**src/hw/rtl/assert_macros.svh**
```systemverilog
// Assertion macros used by weighted_binning_histogram.
// No dependencies; the including module supplies clk and rst_n.
`ifndef ASSERT_MACROS_SVH
`define ASSERT_MACROS_SVH

// Concurrent check on the rising edge, off while reset is held.
`define CHK_PROP(lbl, prop, msg) \
  lbl: assert property (@(posedge clk) disable iff (!rst_n) (prop)) else $error(msg);

// Implication checked in the same cycle.
`define CHK_IMPL(lbl, ante, cons, msg) \
  `CHK_PROP(lbl, (ante) |-> (cons), msg)

// Implication checked in the next cycle.
`define CHK_NEXT(lbl, ante, cons, msg) \
  `CHK_PROP(lbl, (ante) |=> (cons), msg)

`endif

```
**src/hw/rtl/whb_pkg.sv**
```systemverilog
// Package for the weighted binning histogram: sizes, codes and types.
// No dependencies.
`timescale 1ns / 1ps

package whb_pkg;

  localparam int MAX_BINS = 1024;
  localparam int BIN_AW   = $clog2(MAX_BINS);
  localparam int CNT_W    = 11;   // width of the bins_in_use register
  localparam int TOT_W    = 48;
  localparam int NUM_W    = 34;   // 2*diff + width
  localparam int DEN_W    = 33;   // 2*width
  localparam int CFG_AW   = 2;

  typedef enum logic [1:0] {
    CMD_ACC  = 2'd0,
    CMD_CLR  = 2'd1,
    CMD_READ = 2'd2,
    CMD_NONE = 2'd3
  } cmd_t;

  typedef enum logic [CFG_AW-1:0] {
    REG_DIR   = 2'd0,
    REG_LOW   = 2'd1,
    REG_WIDTH = 2'd2,
    REG_BINS  = 2'd3
  } reg_idx_t;

endpackage

```
**src/hw/rtl/whb_div.sv**
```systemverilog
// Restoring divider, one quotient bit per cycle, for the bin index.
// Depends on whb_pkg.
`timescale 1ns / 1ps

module whb_div (
  input  logic                      clk,
  input  logic                      rst_n,
  input  logic                      start,
  input  logic [whb_pkg::NUM_W-1:0] num,
  input  logic [whb_pkg::DEN_W-1:0] den,
  output logic                      done,
  output logic [whb_pkg::NUM_W-1:0] quo
);
  import whb_pkg::*;

  localparam int STEP_W = $clog2(NUM_W);
  localparam logic [STEP_W-1:0] LAST_STEP = STEP_W'(NUM_W - 1);

  logic              busy_r, busy_nxt;
  logic [STEP_W-1:0] cnt_r, cnt_nxt;
  logic [DEN_W-1:0]  rem_r, rem_nxt;
  logic [NUM_W-1:0]  num_r, num_nxt;
  logic [DEN_W-1:0]  den_r, den_nxt;
  logic [DEN_W:0]    rem_sh;
  logic [DEN_W:0]    rem_sub;
  logic              q_bit;

  assign rem_sh  = {rem_r, num_r[NUM_W-1]};
  assign rem_sub = rem_sh - {1'b0, den_r};
  assign q_bit   = (rem_sh >= {1'b0, den_r});
  assign done    = busy_r && (cnt_r == LAST_STEP);
  assign quo     = {num_r[NUM_W-2:0], q_bit};

  always_comb begin
    busy_nxt = busy_r;
    cnt_nxt  = cnt_r;
    rem_nxt  = rem_r;
    num_nxt  = num_r;
    den_nxt  = den_r;
    if (start) begin
      busy_nxt = 1'b1;
      cnt_nxt  = '0;
      rem_nxt  = '0;
      num_nxt  = num;
      den_nxt  = den;
    end else if (busy_r) begin
      // remainder stays below den, so the low bits hold it
      rem_nxt = q_bit ? rem_sub[DEN_W-1:0] : rem_sh[DEN_W-1:0];
      num_nxt = quo;
      cnt_nxt = cnt_r + 1'b1;
      if (done) busy_nxt = 1'b0;
    end
  end

  always_ff @(posedge clk) begin
    if (!rst_n) begin
      busy_r <= 1'b0;
      cnt_r  <= '0;
    end else begin
      busy_r <= busy_nxt;
      cnt_r  <= cnt_nxt;
    end
    rem_r <= rem_nxt;
    num_r <= num_nxt;
    den_r <= den_nxt;
  end

endmodule
```
**config.mk**
```make
export PLATFORM = sky130hd
export DESIGN_NAME = whb_div
export DESIGN_NICKNAME = d
export VERILOG_FILES = /design/src/hw/rtl/assert_macros.svh /design/src/hw/rtl/whb_pkg.sv /design/src/hw/rtl/whb_div.sv
export SDC_FILE = /design/constraint.sdc
export NUM_CORES = 1
export LEC_CHECK = 0
export BUFFER_PORTS_ARGS = -buffer_cell sky130_fd_sc_hd__buf_2
export CAP_MARGIN = 30
export CORE_MARGIN = 3
export CORE_UTILIZATION = 25
export CTS_CLUSTER_DIAMETER = 50
export DETAILED_ROUTE_END_ITERATION = 10
export PLACE_DENSITY = 0.52
export SLEW_MARGIN = 30
export SYNTH_ARGS = -nofsm -noshare
export SYNTH_HDL_FRONTEND = slang
export SYNTH_SLANG_ARGS = --single-unit
```
**constraint.sdc**
```tcl
create_clock -name clk -period 3.88 [get_ports clk]
set_input_delay 0 -clock clk [delete_from_list [all_inputs] [get_ports clk]]
set_output_delay 0 -clock clk [all_outputs]
set_load 0.02 [all_outputs]
```
==> run_results.csv, run 1 <==
group,metric,value,unit
power_and_ir_drop,irDropWorstVdd,218,µV
global_routing,grt_util_all_layers,0.114,
clocking,longest_clk_path_bufs,2,
timing,max_freq,0.322,GHz
floorplan,num_rows,58,
floorplan,core-area,25500,µm²
critical_path,timing.reg2reg.worst_path_depth,12,
global_routing,grt_first_pass_wirelength,26600,µm
power_and_ir_drop,power.density,400,nW/µm²
timing,post-route-min-period,3.11,ns
timing,fin_tns_setup,0,ns
critical_path,regToRegEndpoint,"rem_r[28]",
clocking,numCtsBuffers,9,
clocking,cts.root.buffer_cell,"sky130_fd_sc_hd__clkbuf_16",
global_routing,grt_start_max_net_pins,46,
worst_hold_path,holdCritStartpoint,"start",
critical_path,type_of_element_capturing_the_critical_path,"flop",
global_routing,grt_antenna_before_repair,0,
timing,rsz0062_at_grt,"no",
clocking,clk-insertion-delay-late,0.37,ns
logic_synthesis,mappedNetlistArea,6550,µm²
finish,layout.cells.non_filler,1117,
drt,postRouteWirelength,15800,µm
critical_path,timing.critical_path.fanout_max,4,
clocking,max_h_tree_level,3,
worst_hold_path,holdPathStages,2,
critical_path,r2r-start,"num_r[33]",
critical_path,cp_data_required_time,4.17,ns
logic_synthesis,synth.top_cells.by_area,"sky130_fd_sc_hd__edfxtp_1, sky130_fd_sc_hd__dfxtp_1, sky130_fd_sc_hd__ha_1, sky130_fd_sc_hd__mux2_2, sky130_fd_sc_hd__buf_4",
clocking,cts.repair.resized,0,
timing,final-max-slew-violation-count,0,
logic_synthesis,synth.yosys.warnings,0,
logic_synthesis,synth.net_count,770,
floorplan,fp.dieH,168,µm
logic_synthesis,synth_enable_flop_cells,67,
drt,drt-vias-per-instance,4.52,
global_routing,globalRoute.totalOverflow,0,
logic_synthesis,synthCells,664,
status,status,"finished, final reports clean",
finish,syn_to_final_growth,23.1,%
placement,dpl.hpwl,11100,µm
timing,setup_viol,0,
drt,wire_per_inst,14.1,µm
logic_synthesis,synth_ff_type,"sky130_fd_sc_hd__edfxtp_1",
timing,final-hold-violation-count,0,
floorplan,dieArea,28200,µm²
timing,final.setup_skew,0.0184,ns
drt,first_iter_violations,231,
timing,worst-slew-pin-transition,0.841,ns
global_routing,number_of_global_route_vias_before_repair,5150,
floorplan,io_pins,105,
critical_path,path_class,"reg -> reg",
floorplan,start_util,0.257,
logic_synthesis,yosys.cell_types.count,64,
logic_synthesis,ys_async_sr_fraction,0,
critical_path,worst-r2r-setup-slack,0.77,ns
placement,dp_cells,1033,
timing,maxSlewHeadroom,0.440,
critical_path,worstSetupStartpointType,"flop",
critical_path,cp-startpoint,"num_r[33]",
logic_synthesis,syn_area_per_cell,9.87,µm²
placement,placement.io_buffers,104,
worst_hold_path,hold_crit_path_type,"in -> reg",
drt,route.vias.total,5054,
flow_run,max_cap_viol_count,0,
logic_synthesis,synth.ff_latch_count,107,
clocking,clk_pin_slew,0.08,ns
timing,hold-worst-slack,0.110,ns
logic_synthesis,synthDominantAreaCellType,"sky130_fd_sc_hd__edfxtp_1",
finish,antennaDiodeCount,0,
timing,period_utilisation_layout,0.801,
critical_path,cp_data_arrival_time,3.40,ns
logic_synthesis,yosysTopAreaCellShare,0.307,
worst_hold_path,timing.hold.worst_endpoint,"rem_r[2]",
finish,drive_above_1_share,0.226,
finish,layout.nets,888,
clocking,clock_sinks,107,
drt,drcViolationCount,0,
power_and_ir_drop,p_leak,3.28,nW
clocking,cts_tree,"done",
drt,drtAntennaViolNets,0,
logic_synthesis,seq_area_frac_synth,0.429,
placement,globalplace.congestion,0.805,
floorplan,die_width,168,µm
drt,firstDrtPassIters,5,
[registers in the layout, summed over array words and instances (netlist names)]
name    count
busy_r      1
num_r      34
rem_r      33
den_r      33
cnt_r       6
[layout make-up]
class,count,area [µm²]
Clock buffer,9,225
Inverter,44,165
Multi-Input combinational cell,444,3140
Clock inverter,7,78.8
Fill cell,2623,17400
Sequential cell,107,2810
Tap cell,330,413
Timing Repair Buffer,176,1230
[cell families (layout without fill, tap and decap cells)]
logic type,Yosys count,in the layout,share of synthesized area
AND/OR/NAND/NOR,178,178,0.122
AO/OA/AOI/OAI,151,151,0.163
buffers and inverters,113,236,0.0918
flip-flops,107,107,0.429
multiplexers,54,54,0.0901
adder cells (fa/ha/maj),36,36,0.0699
XOR/XNOR,25,25,0.0334
[worst max-delay path, cell delays in order, from the launching register on]
cell and delay, ns:
sky130_fd_sc_hd__edfxtp_1 0.40, sky130_fd_sc_hd__inv_1 0.07, sky130_fd_sc_hd__ha_1 0.15, sky130_fd_sc_hd__inv_1 0.05, sky130_fd_sc_hd__fa_1 0.39, sky130_fd_sc_hd__a21oi_1 0.29, sky130_fd_sc_hd__o221ai_1 0.24, sky130_fd_sc_hd__nand3_1 0.18
sky130_fd_sc_hd__a31oi_1 0.17, sky130_fd_sc_hd__a221oi_2 0.45, sky130_fd_sc_hd__nor3_1 0.10, sky130_fd_sc_hd__mux2_1 0.35, sky130_fd_sc_hd__a211oi_2 0.20
[routing by layer]
layer	vias up	share of wire	GRT usage
met5	-	0	0
met1	2325	0.50	0.159
li1	2593	-	-
met4	0	0.0092	0.0249
met2	126	0.44	0.178
met3	10	0.057	0.0312
[synth_stat cells, drive strengths merged, types with 2 or more instances]
cell and instances:
a21o 8, nand3 10, a41oi 2, xnor2 16, ha 35, mux2 40
clkbuf 15, o2111a 2, edfxtp 67, nor4 5, a21boi 3, nand2 45
nor2 70, dfxtp 40, nor2b 4, o211ai 3, inv 44, a21oi 55
buf 54, nand4 9, nor3 13, or3 4, a311oi 6, o22ai 2
a221oi 3, mux2i 14, xor2 9, o2bb2ai 2, o21bai 3, a31oi 2
nand2b 4, and3 8, o21ai 24, o21a 5, a211oi 22, or2 2
[cell usage in the layout (no fill, tap or decap), types with 5 or more instances in the layout]
| master | n |
|---|---|
| sky130_fd_sc_hd__a311oi_1 | 5 |
| sky130_fd_sc_hd__nor2_1 | 70 |
| sky130_fd_sc_hd__o21ai_1 | 6 |
| sky130_fd_sc_hd__nand3_1 | 10 |
| sky130_fd_sc_hd__mux2i_1 | 14 |
| sky130_fd_sc_hd__buf_2 | 103 |
| sky130_fd_sc_hd__mux2_2 | 36 |
| sky130_fd_sc_hd__o21ai_0 | 17 |
| sky130_fd_sc_hd__edfxtp_1 | 67 |
| sky130_fd_sc_hd__buf_4 | 5 |
| sky130_fd_sc_hd__xor2_1 | 9 |
| sky130_fd_sc_hd__xnor2_1 | 16 |
| sky130_fd_sc_hd__inv_1 | 43 |
| sky130_fd_sc_hd__and3_1 | 8 |
| sky130_fd_sc_hd__nand4_1 | 9 |
| sky130_fd_sc_hd__nor4_1 | 5 |
| sky130_fd_sc_hd__a211oi_1 | 18 |
| sky130_fd_sc_hd__a21o_1 | 8 |
| sky130_fd_sc_hd__ha_1 | 35 |
| sky130_fd_sc_hd__nand2_1 | 45 |
| sky130_fd_sc_hd__nor3_1 | 13 |
| sky130_fd_sc_hd__a21oi_1 | 52 |
| sky130_fd_sc_hd__dlygate4sd3_1 | 68 |
| sky130_fd_sc_hd__dfxtp_1 | 39 |
| sky130_fd_sc_hd__clkbuf_16 | 9 |
[per-stage QoR]
step / cell area (µm²) / total power (W) / setup slack, ns / utilization
after global placement: 7080 / 0.00226 / 0.790 / 0.278
after detailed placement: 7080 / 0.00226 / 0.790 / 0.278
after global routing: 8070 / 0.00342 / 0.436 / 0.317
after floorplan: 6550 / 0.00210 / 1.23 / -
after CTS: 8070 / 0.00328 / 0.750 / 0.317
final: 8070 / 0.00323 / 0.772 / 0.317
[where the power goes]
| part | internal, W | switching, W | leakage (nW) |
|---|---|---|---|
| sequential | 0.00132 | 0.0000642 | 0.994 |
| combinational | 0.000384 | 0.000519 | 2.14 |
| clock | 0.000459 | 0.000477 | 0.148 |
| total | 0.00217 | 0.00106 | 3.28 |
[timing repair]
| item | CTS | global route |
|---|---|---|
| setup buffers | 0 | 0 |
| hold buffers | 68 | 0 |
| endpoints found under the hold margin | 68 | 0 |
[worst max path at each step]
stage	end	slack [ns]	cells after the start
finish	rem_r[28]	0.77	12
global route	rem_r[27]	0.44	13
CTS	rem_r[28]	0.75	12
detailed placement	rem_r[28]	0.79	12
global placement	rem_r[28]	0.79	12
floorplan	rem_r[28]	1.23	12
(Power assumes the default switching activity.)
==> run 2, diff against run 1 <==
Settings changed: ABC_AREA set to 1, PLACE_DENSITY 0.52 to 0.51.
Clock period 3.88 ns to 3.1 ns, I/O delays scaled along.
==> run 2 against run 1 <==
Effect of this change:
- final cell count increased by 42%
- non-clock buffer count increased by 3
- first-iteration DRC count increased by 32%
- global-route usage increased by 1.5 points
- sequential share of layout area decreased by 4.0 points
- worst setup slack got worse by 0.48 ns
- critical endpoint is now quo[0]
- largest cell class unchanged
- highest routed layer unchanged
==> run_results.csv, run 2 <==
group,metric,value,unit
placement,dpl.hpwl,15100,µm
logic_synthesis,post_synth_most_frequent_cells,"sky130_fd_sc_hd__nand2_1, sky130_fd_sc_hd__inv_1, sky130_fd_sc_hd__edfxtp_1",
logic_synthesis,synth.area.mux_share,0,
worst_hold_path,holdPathStages,1,
clocking,cts.repair.resized,0,
power_and_ir_drop,irDropWorstVdd,254,µV
logic_synthesis,yosysTopAreaCellShare,0.272,
clocking,numCtsBuffers,9,
clocking,cts_hold_buffers,68,
power_and_ir_drop,power_frac_clock,0.351,
placement,placed_standard_cell_area,8110,µm²
logic_synthesis,synthCells,1060,
floorplan,start_util,0.256,
drt,route.vias.total,6558,
power_and_ir_drop,total_switching_power,0.000990,W
global_routing,globalRoute.totalOverflow,0,
logic_synthesis,synth.ff_latch_count,107,
floorplan,num_rows,62,
drt,firstDrtPassIters,5,
placement,globalplace.congestion,0.895,
critical_path,r2r-start,"num_r[33]",
drt,drt-vias-per-instance,4.15,
global_routing,grt_antenna_before_repair,0,
clocking,longest_clk_path_bufs,2,
flow_run,max_cap_viol_count,0,
finish,final_cell_area,9100,µm²
clocking,max_h_tree_level,3,
worst_hold_path,timing.hold.worst_endpoint,"den_r[0]",
power_and_ir_drop,power_report.internal_total,0.00241,W
timing,fin_tns_setup,0,ns
clocking,clk_pin_slew,0.09,ns
timing,rsz0062_at_grt,"no",
global_routing,grt_start_max_net_pins,60,
floorplan,io_pins,105,
drt,wire_per_inst,12.7,µm
global_routing,grt_first_pass_wirelength,32600,µm
drt,postRouteWirelength,20100,µm
global_routing,grt_util_all_layers,0.129,
finish,syn_to_final_growth,22.8,%
drt,drtAntennaViolNets,0,
power_and_ir_drop,p_comb_frac,0.163,
timing,setup_viol,0,
global_routing,number_of_global_route_vias_before_repair,6482,
logic_synthesis,mappedNetlistArea,7410,µm²
logic_synthesis,seq_area_frac_synth,0.380,
critical_path,timing.critical_path.fanout_max,34,
logic_synthesis,synth_enable_flop_cells,67,
power_and_ir_drop,power.density,374,nW/µm²
logic_synthesis,synth_fa_ha_area_frac,0.0618,
finish,top_regs,"num_r x34, den_r x33, rem_r x33",
critical_path,worstSetupStartpointType,"flop",
power_and_ir_drop,netSwitchingFraction,0.291,
worst_hold_path,hold_crit_path_type,"in -> reg",
logic_synthesis,synthDominantAreaCellType,"sky130_fd_sc_hd__edfxtp_1",
timing,max_freq,0.357,GHz
floorplan,dieArea,31700,µm²
power_and_ir_drop,p_leak,4.77,nW
logic_synthesis,yosys.cell_types.count,39,
logic_synthesis,ys_async_sr_fraction,0,
finish,antennaDiodeCount,0,
critical_path,timing.reg2reg.worst_path_depth,17,
timing,final.setup_skew,0.0132,ns
timing,post-route-min-period,2.80,ns
logic_synthesis,syn_area_per_cell,6.99,µm²
critical_path,cp_data_required_time,3.10,ns
logic_synthesis,synth_simple_gate_area_share,0.380,
logic_synthesis,complex_gate_fraction_of_the_synthesized_area,0.0201,
logic_synthesis,yosysMostFrequentCell,"sky130_fd_sc_hd__nand2_1",
logic_synthesis,synth.net_count,1166,
finish,max_reg_flops,34,
floorplan,core-area,28900,µm²
logic_synthesis,synth_ff_type,"sky130_fd_sc_hd__edfxtp_1",
drt,drcViolationCount,0,
critical_path,path_class,"reg -> out",
timing,final-hold-violation-count,0,
logic_synthesis,synth.top_cells.by_area,"sky130_fd_sc_hd__edfxtp_1, sky130_fd_sc_hd__nand2_1, sky130_fd_sc_hd__dfxtp_1, sky130_fd_sc_hd__inv_1, sky130_fd_sc_hd__ha_1",
floorplan,fp.dieH,178,µm
timing,maxSlewHeadroom,0.491,
finish,layout.nets,1299,
clocking,cts_tree,"done",
clocking,cts.root.buffer_cell,"sky130_fd_sc_hd__clkbuf_16",
floorplan,die_width,178,µm
finish,final_cell_mix,"sky130_fd_sc_hd__nand2_1, sky130_fd_sc_hd__inv_1, sky130_fd_sc_hd__buf_2",
finish,layout_commonest_cell,"sky130_fd_sc_hd__nand2_1",
finish,drive_above_1_share,0.136,
finish,registers.top_by_ff_count,"num_r",
critical_path,worst-r2r-setup-slack,0.57,ns
clocking,clk-insertion-delay-late,0.37,ns
critical_path,type_of_element_capturing_the_critical_path,"output pin",
logic_synthesis,synth.yosys.warnings,0,
logic_synthesis,post_synth_xor_area_fraction,0.0177,
worst_hold_path,holdCritStartpoint,"start",
power_and_ir_drop,pwr-share-seq,0.486,
placement,placement.io_buffers,104,
drt,first_iter_violations,306,
clocking,clock_sinks,107,
clocking,post-cts-setup-buffers,0,
status,status,"finished, final reports clean",
timing,worst-slew-pin-transition,0.764,ns
timing,period_utilisation_layout,0.904,
timing,final-max-slew-violation-count,0,
critical_path,regToRegEndpoint,"rem_r[28]",
logic_synthesis,combinational_family_with_the_most_area_after_synthesis,"simple AND/OR/NAND/NOR gates",
critical_path,cp_data_arrival_time,2.80,ns
run 2: cell types whose count changed after synthesis, moves of 17 or more:
cell	before	now
sky130_fd_sc_hd__mux2_2	36	0
sky130_fd_sc_hd__nand3_1	10	55
sky130_fd_sc_hd__a211oi_1	18	1
sky130_fd_sc_hd__nand3b_1	1	40
sky130_fd_sc_hd__a21oi_1	52	21
sky130_fd_sc_hd__nand2_1	45	453
sky130_fd_sc_hd__nor2_1	70	47
sky130_fd_sc_hd__inv_1	43	168
run 2: power by group through the flow:
stage                     registers (W)  logic [W]  clock network (W)
after floorplan                 0.00167   0.000374                  0
after global placement          0.00168   0.000494                  0
after detailed placement        0.00168   0.000493                  0
after CTS                       0.00165   0.000561            0.00125
after global routing            0.00167   0.000620            0.00129
final                           0.00165   0.000555            0.00119
run 2: cell type report:
class,instances,area [µm²]
clock buffers,9,225
clock inverters,7,82.6
fillers,3108,19800
inverters,176,661
multi-input cells,720,3560
flip-flops and latches,107,2810
well taps,384,480
repair buffers,179,1280
run 2: worst max path at each step:
stage	depth (start not counted)	slack (ns)	to	startpoint
2_1_floorplan	17	0.97	rem_r[3]	num_r[33]
5_1_grt	13	0.13	quo[0]	den_r[25]
3_3_place_gp	17	0.69	rem_r[11]	num_r[33]
3_5_place_dp	17	0.58	rem_r[18]	num_r[33]
6_report	15	0.30	quo[0]	num_r[33]
4_1_cts	15	0.27	quo[0]	num_r[33]
run 2: logic make-up after synthesis:
group / Yosys count
and+or+nand+nor: 641
adders and majority gates: 36
buffers and inverters: 233
DFF: 107
AOI/OAI and AO/OA: 28
xor gates and xnor gates: 15
run 2: metal layers:
layer  global-route usage  vias up  wire length [µm]
li1                     -     3493                 -
met2                0.208      143              8960
met5                    0        -                 0
met1                0.177     2910              9990
met4               0.0314        0               195
met3               0.0270       12               982
run 2: critical path, stage by stage (launching register included):
cell	delay, ns
sky130_fd_sc_hd__edfxtp_1	0.36
sky130_fd_sc_hd__inv_1	0.08
sky130_fd_sc_hd__ha_1	0.14
sky130_fd_sc_hd__inv_1	0.09
sky130_fd_sc_hd__fa_1	0.43
sky130_fd_sc_hd__nand2_1	0.10
sky130_fd_sc_hd__nand2_2	0.07
sky130_fd_sc_hd__nand3_2	0.07
sky130_fd_sc_hd__nand2_2	0.07
sky130_fd_sc_hd__nand2_2	0.08
sky130_fd_sc_hd__nand2_4	0.07
sky130_fd_sc_hd__nand2_4	0.07
sky130_fd_sc_hd__nand2_4	0.05
sky130_fd_sc_hd__nand2_4	0.26
sky130_fd_sc_hd__nand2_8	0.22
sky130_fd_sc_hd__buf_2	0.26
run 2: metrics by stage:
| step | hold slack [ns] | power [W] | util | instances | worst slack (ns) |
|---|---|---|---|---|---|
| 2_1_floorplan | 0.0989 | 0.00204 | - | 1060 | 0.967 |
| 3_3_place_gp | 0.178 | 0.00218 | 0.280 | 1498 | 0.688 |
| 3_5_place_dp | 0.179 | 0.00218 | 0.280 | 1498 | 0.575 |
| 4_1_cts | 0.0592 | 0.00346 | 0.314 | 1582 | 0.265 |
| 5_1_grt | 0.0527 | 0.00358 | 0.314 | 1582 | 0.129 |
| 6_report | 0.0548 | 0.00340 | 0.314 | 1582 | 0.297 |
==> run 3, diff against run 2 <==
Settings changed: HOLD_SLACK_MARGIN set to 0.06.
==> run 3 against run 2 <==
Effect of this change:
- count of clock-buffer cells in the layout unchanged
- non-clock buffer count up 1
- critical path type unchanged
- wire length up 0.11%
- hold slack better by 0.30 ns
- largest power group unchanged
==> run_results.csv, run 3 (synthesized netlist as in run 2, its figures left out) <==
group,metric,value,unit
finish,top_regs,"num_r x34, den_r x33, rem_r x33",
timing,worst-slew-pin-transition,0.762,ns
critical_path,crit_chain,"inv_1, ha_1, inv_1, fa_1, nand2_1, nand2_2, nand3_2, nand2_2, nand2_2, nand2_4, nand2_4, nand2_4, nand2_4, nand2_8, buf_2",
clocking,clk_pin_slew,0.08,ns
drt,drt-vias-per-instance,4.16,
finish,layout.nets,1300,
power_and_ir_drop,irDropWorstVdd,254,µV
critical_path,cp_common_cell,"sky130_fd_sc_hd__nand2_4",
drt,wire_per_inst,12.7,µm
timing,final-hold-violation-count,0,
floorplan,io_pins,105,
timing,max_freq,0.356,GHz
critical_path,timing.critical_path.fanout_max,34,
global_routing,grt_util_all_layers,0.129,
clocking,cts_tree,"done",
clocking,clock_sinks,107,
global_routing,globalRoute.totalOverflow,0,
floorplan,core-area,28900,µm²
critical_path,cp_data_arrival_time,2.81,ns
placement,dpl.hpwl,15100,µm
floorplan,fp.dieH,178,µm
global_routing,grt_antenna_before_repair,0,
flow_run,max_cap_viol_count,0,
drt,first_iter_violations,296,
floorplan,dieArea,31700,µm²
drt,route.vias.total,6583,
clocking,max_h_tree_level,3,
finish,registers.top_by_ff_count,"num_r",
global_routing,grt_start_max_net_pins,60,
critical_path,worstSetupStartpointType,"flop",
timing,period_utilisation_layout,0.905,
timing,final.setup_skew,0.0130,ns
finish,max_reg_flops,34,
critical_path,cp_data_required_time,3.10,ns
worst_hold_path,hold_crit_path_type,"in -> reg",
finish,final_util,0.315,
clocking,cts.root.buffer_cell,"sky130_fd_sc_hd__clkbuf_16",
placement,placement.io_buffers,104,
critical_path,timing.reg2reg.worst_path_depth,17,
critical_path,crit_path_max_incr_delay,0.43,ns
timing,fin_tns_setup,0,ns
clocking,post-cts-setup-buffers,0,
drt,drtAntennaViolNets,0,
worst_hold_path,holdPathStages,2,
finish,drive_above_1_share,0.136,
floorplan,die_width,178,µm
floorplan,start_util,0.256,
timing,final-max-slew-violation-count,0,
timing,rsz0062_at_grt,"no",
finish,layout_commonest_cell,"sky130_fd_sc_hd__nand2_1",
finish,final_cell_mix,"sky130_fd_sc_hd__nand2_1, sky130_fd_sc_hd__inv_1, sky130_fd_sc_hd__buf_2",
power_and_ir_drop,p_leak,4.78,nW
drt,postRouteWirelength,20200,µm
status,status,"finished, final reports clean",
drt,firstDrtPassIters,5,
clocking,clk-insertion-delay-late,0.37,ns
timing,maxSlewHeadroom,0.492,
critical_path,type_of_element_capturing_the_critical_path,"output pin",
clocking,longest_clk_path_bufs,2,
critical_path,path_class,"reg -> out",
timing,setup_viol,0,
timing,post-route-min-period,2.81,ns
finish,antennaDiodeCount,0,
placement,globalplace.congestion,0.895,
global_routing,grt_first_pass_wirelength,32600,µm
floorplan,num_rows,62,
critical_path,critical-path-slowest-cell,"sky130_fd_sc_hd__fa_1",
drt,drcViolationCount,0,
finish,syn_to_final_growth,22.9,%
global_routing,number_of_global_route_vias_before_repair,6485,
power_and_ir_drop,power.density,374,nW/µm²
clocking,numCtsBuffers,9,
[run 3: cell count changes in the layout (fill, tap and decap cells not counted), sizes merged]
cell         change
dlygate4sd3      +1
[run 3: area by class of cell]
cell class                 count  area [µm²]
inverter                     176         661
fill                        3107       19800
sequential                   107        2810
multi-input combinational    720        3560
timing repair buffer         180        1290
tap                          384         480
clock inverter                 7        82.6
clock buffer                   9         225
[run 3: where the power goes]
| part | internal [W] | switching [W] | leakage (nW) |
|---|---|---|---|
| Sequential | 0.00161 | 0.0000421 | 0.995 |
| Combinational | 0.000226 | 0.000331 | 3.63 |
| Clock | 0.000576 | 0.000618 | 0.150 |
| Total | 0.00241 | 0.000991 | 4.78 |
[run 3: through the flow]
step / instances / setup slack [ns] / cell area [µm²] / hold slack, ns / power (W)
global route: 1583 / 0.129 / 9110 / 0.354 / 0.00358
detailed placement: 1498 / 0.575 / 8110 / 0.179 / 0.00218
CTS: 1583 / 0.265 / 9110 / 0.343 / 0.00346
floorplan: 1060 / 0.967 / 7410 / 0.0989 / 0.00204
global placement: 1498 / 0.688 / 8110 / 0.178 / 0.00218
finish: 1583 / 0.294 / 9110 / 0.352 / 0.00340
[run 3: worst max-delay path, delay by kind of cell (launching register included)]
family        cells  cell delay, ns
fa+ha+maj         2            0.57
buf+inv           3            0.43
flops             1            0.36
simple gates     10            1.07
[run 3: what timing repair did]
action,CTS,global route
hold buffers,69,0
resized for setup,0,0
endpoints found under the hold margin,72,0
setup endpoints to repair,0,0
[run 3: routing by layer]
layer  global-route usage  up-vias  part of all wire
met2                0.208      147              0.44
met3               0.0270       16             0.051
li1                     -     3495                 -
met4               0.0314        0             0.012
met5                    0        -                 0
met1                0.177     2925              0.49
[run 3: worst paths after layout]
| path | slack [ns] | end | from |
|---|---|---|---|
| max | 0.29 | quo[0] | num_r[33] |
| min | 0.35 | den_r[23] | den[23] |
| max reg2reg | 0.56 | rem_r[28] | num_r[33] |
| min reg2reg | 0.47 | rem_r[20] | rem_r[20] |
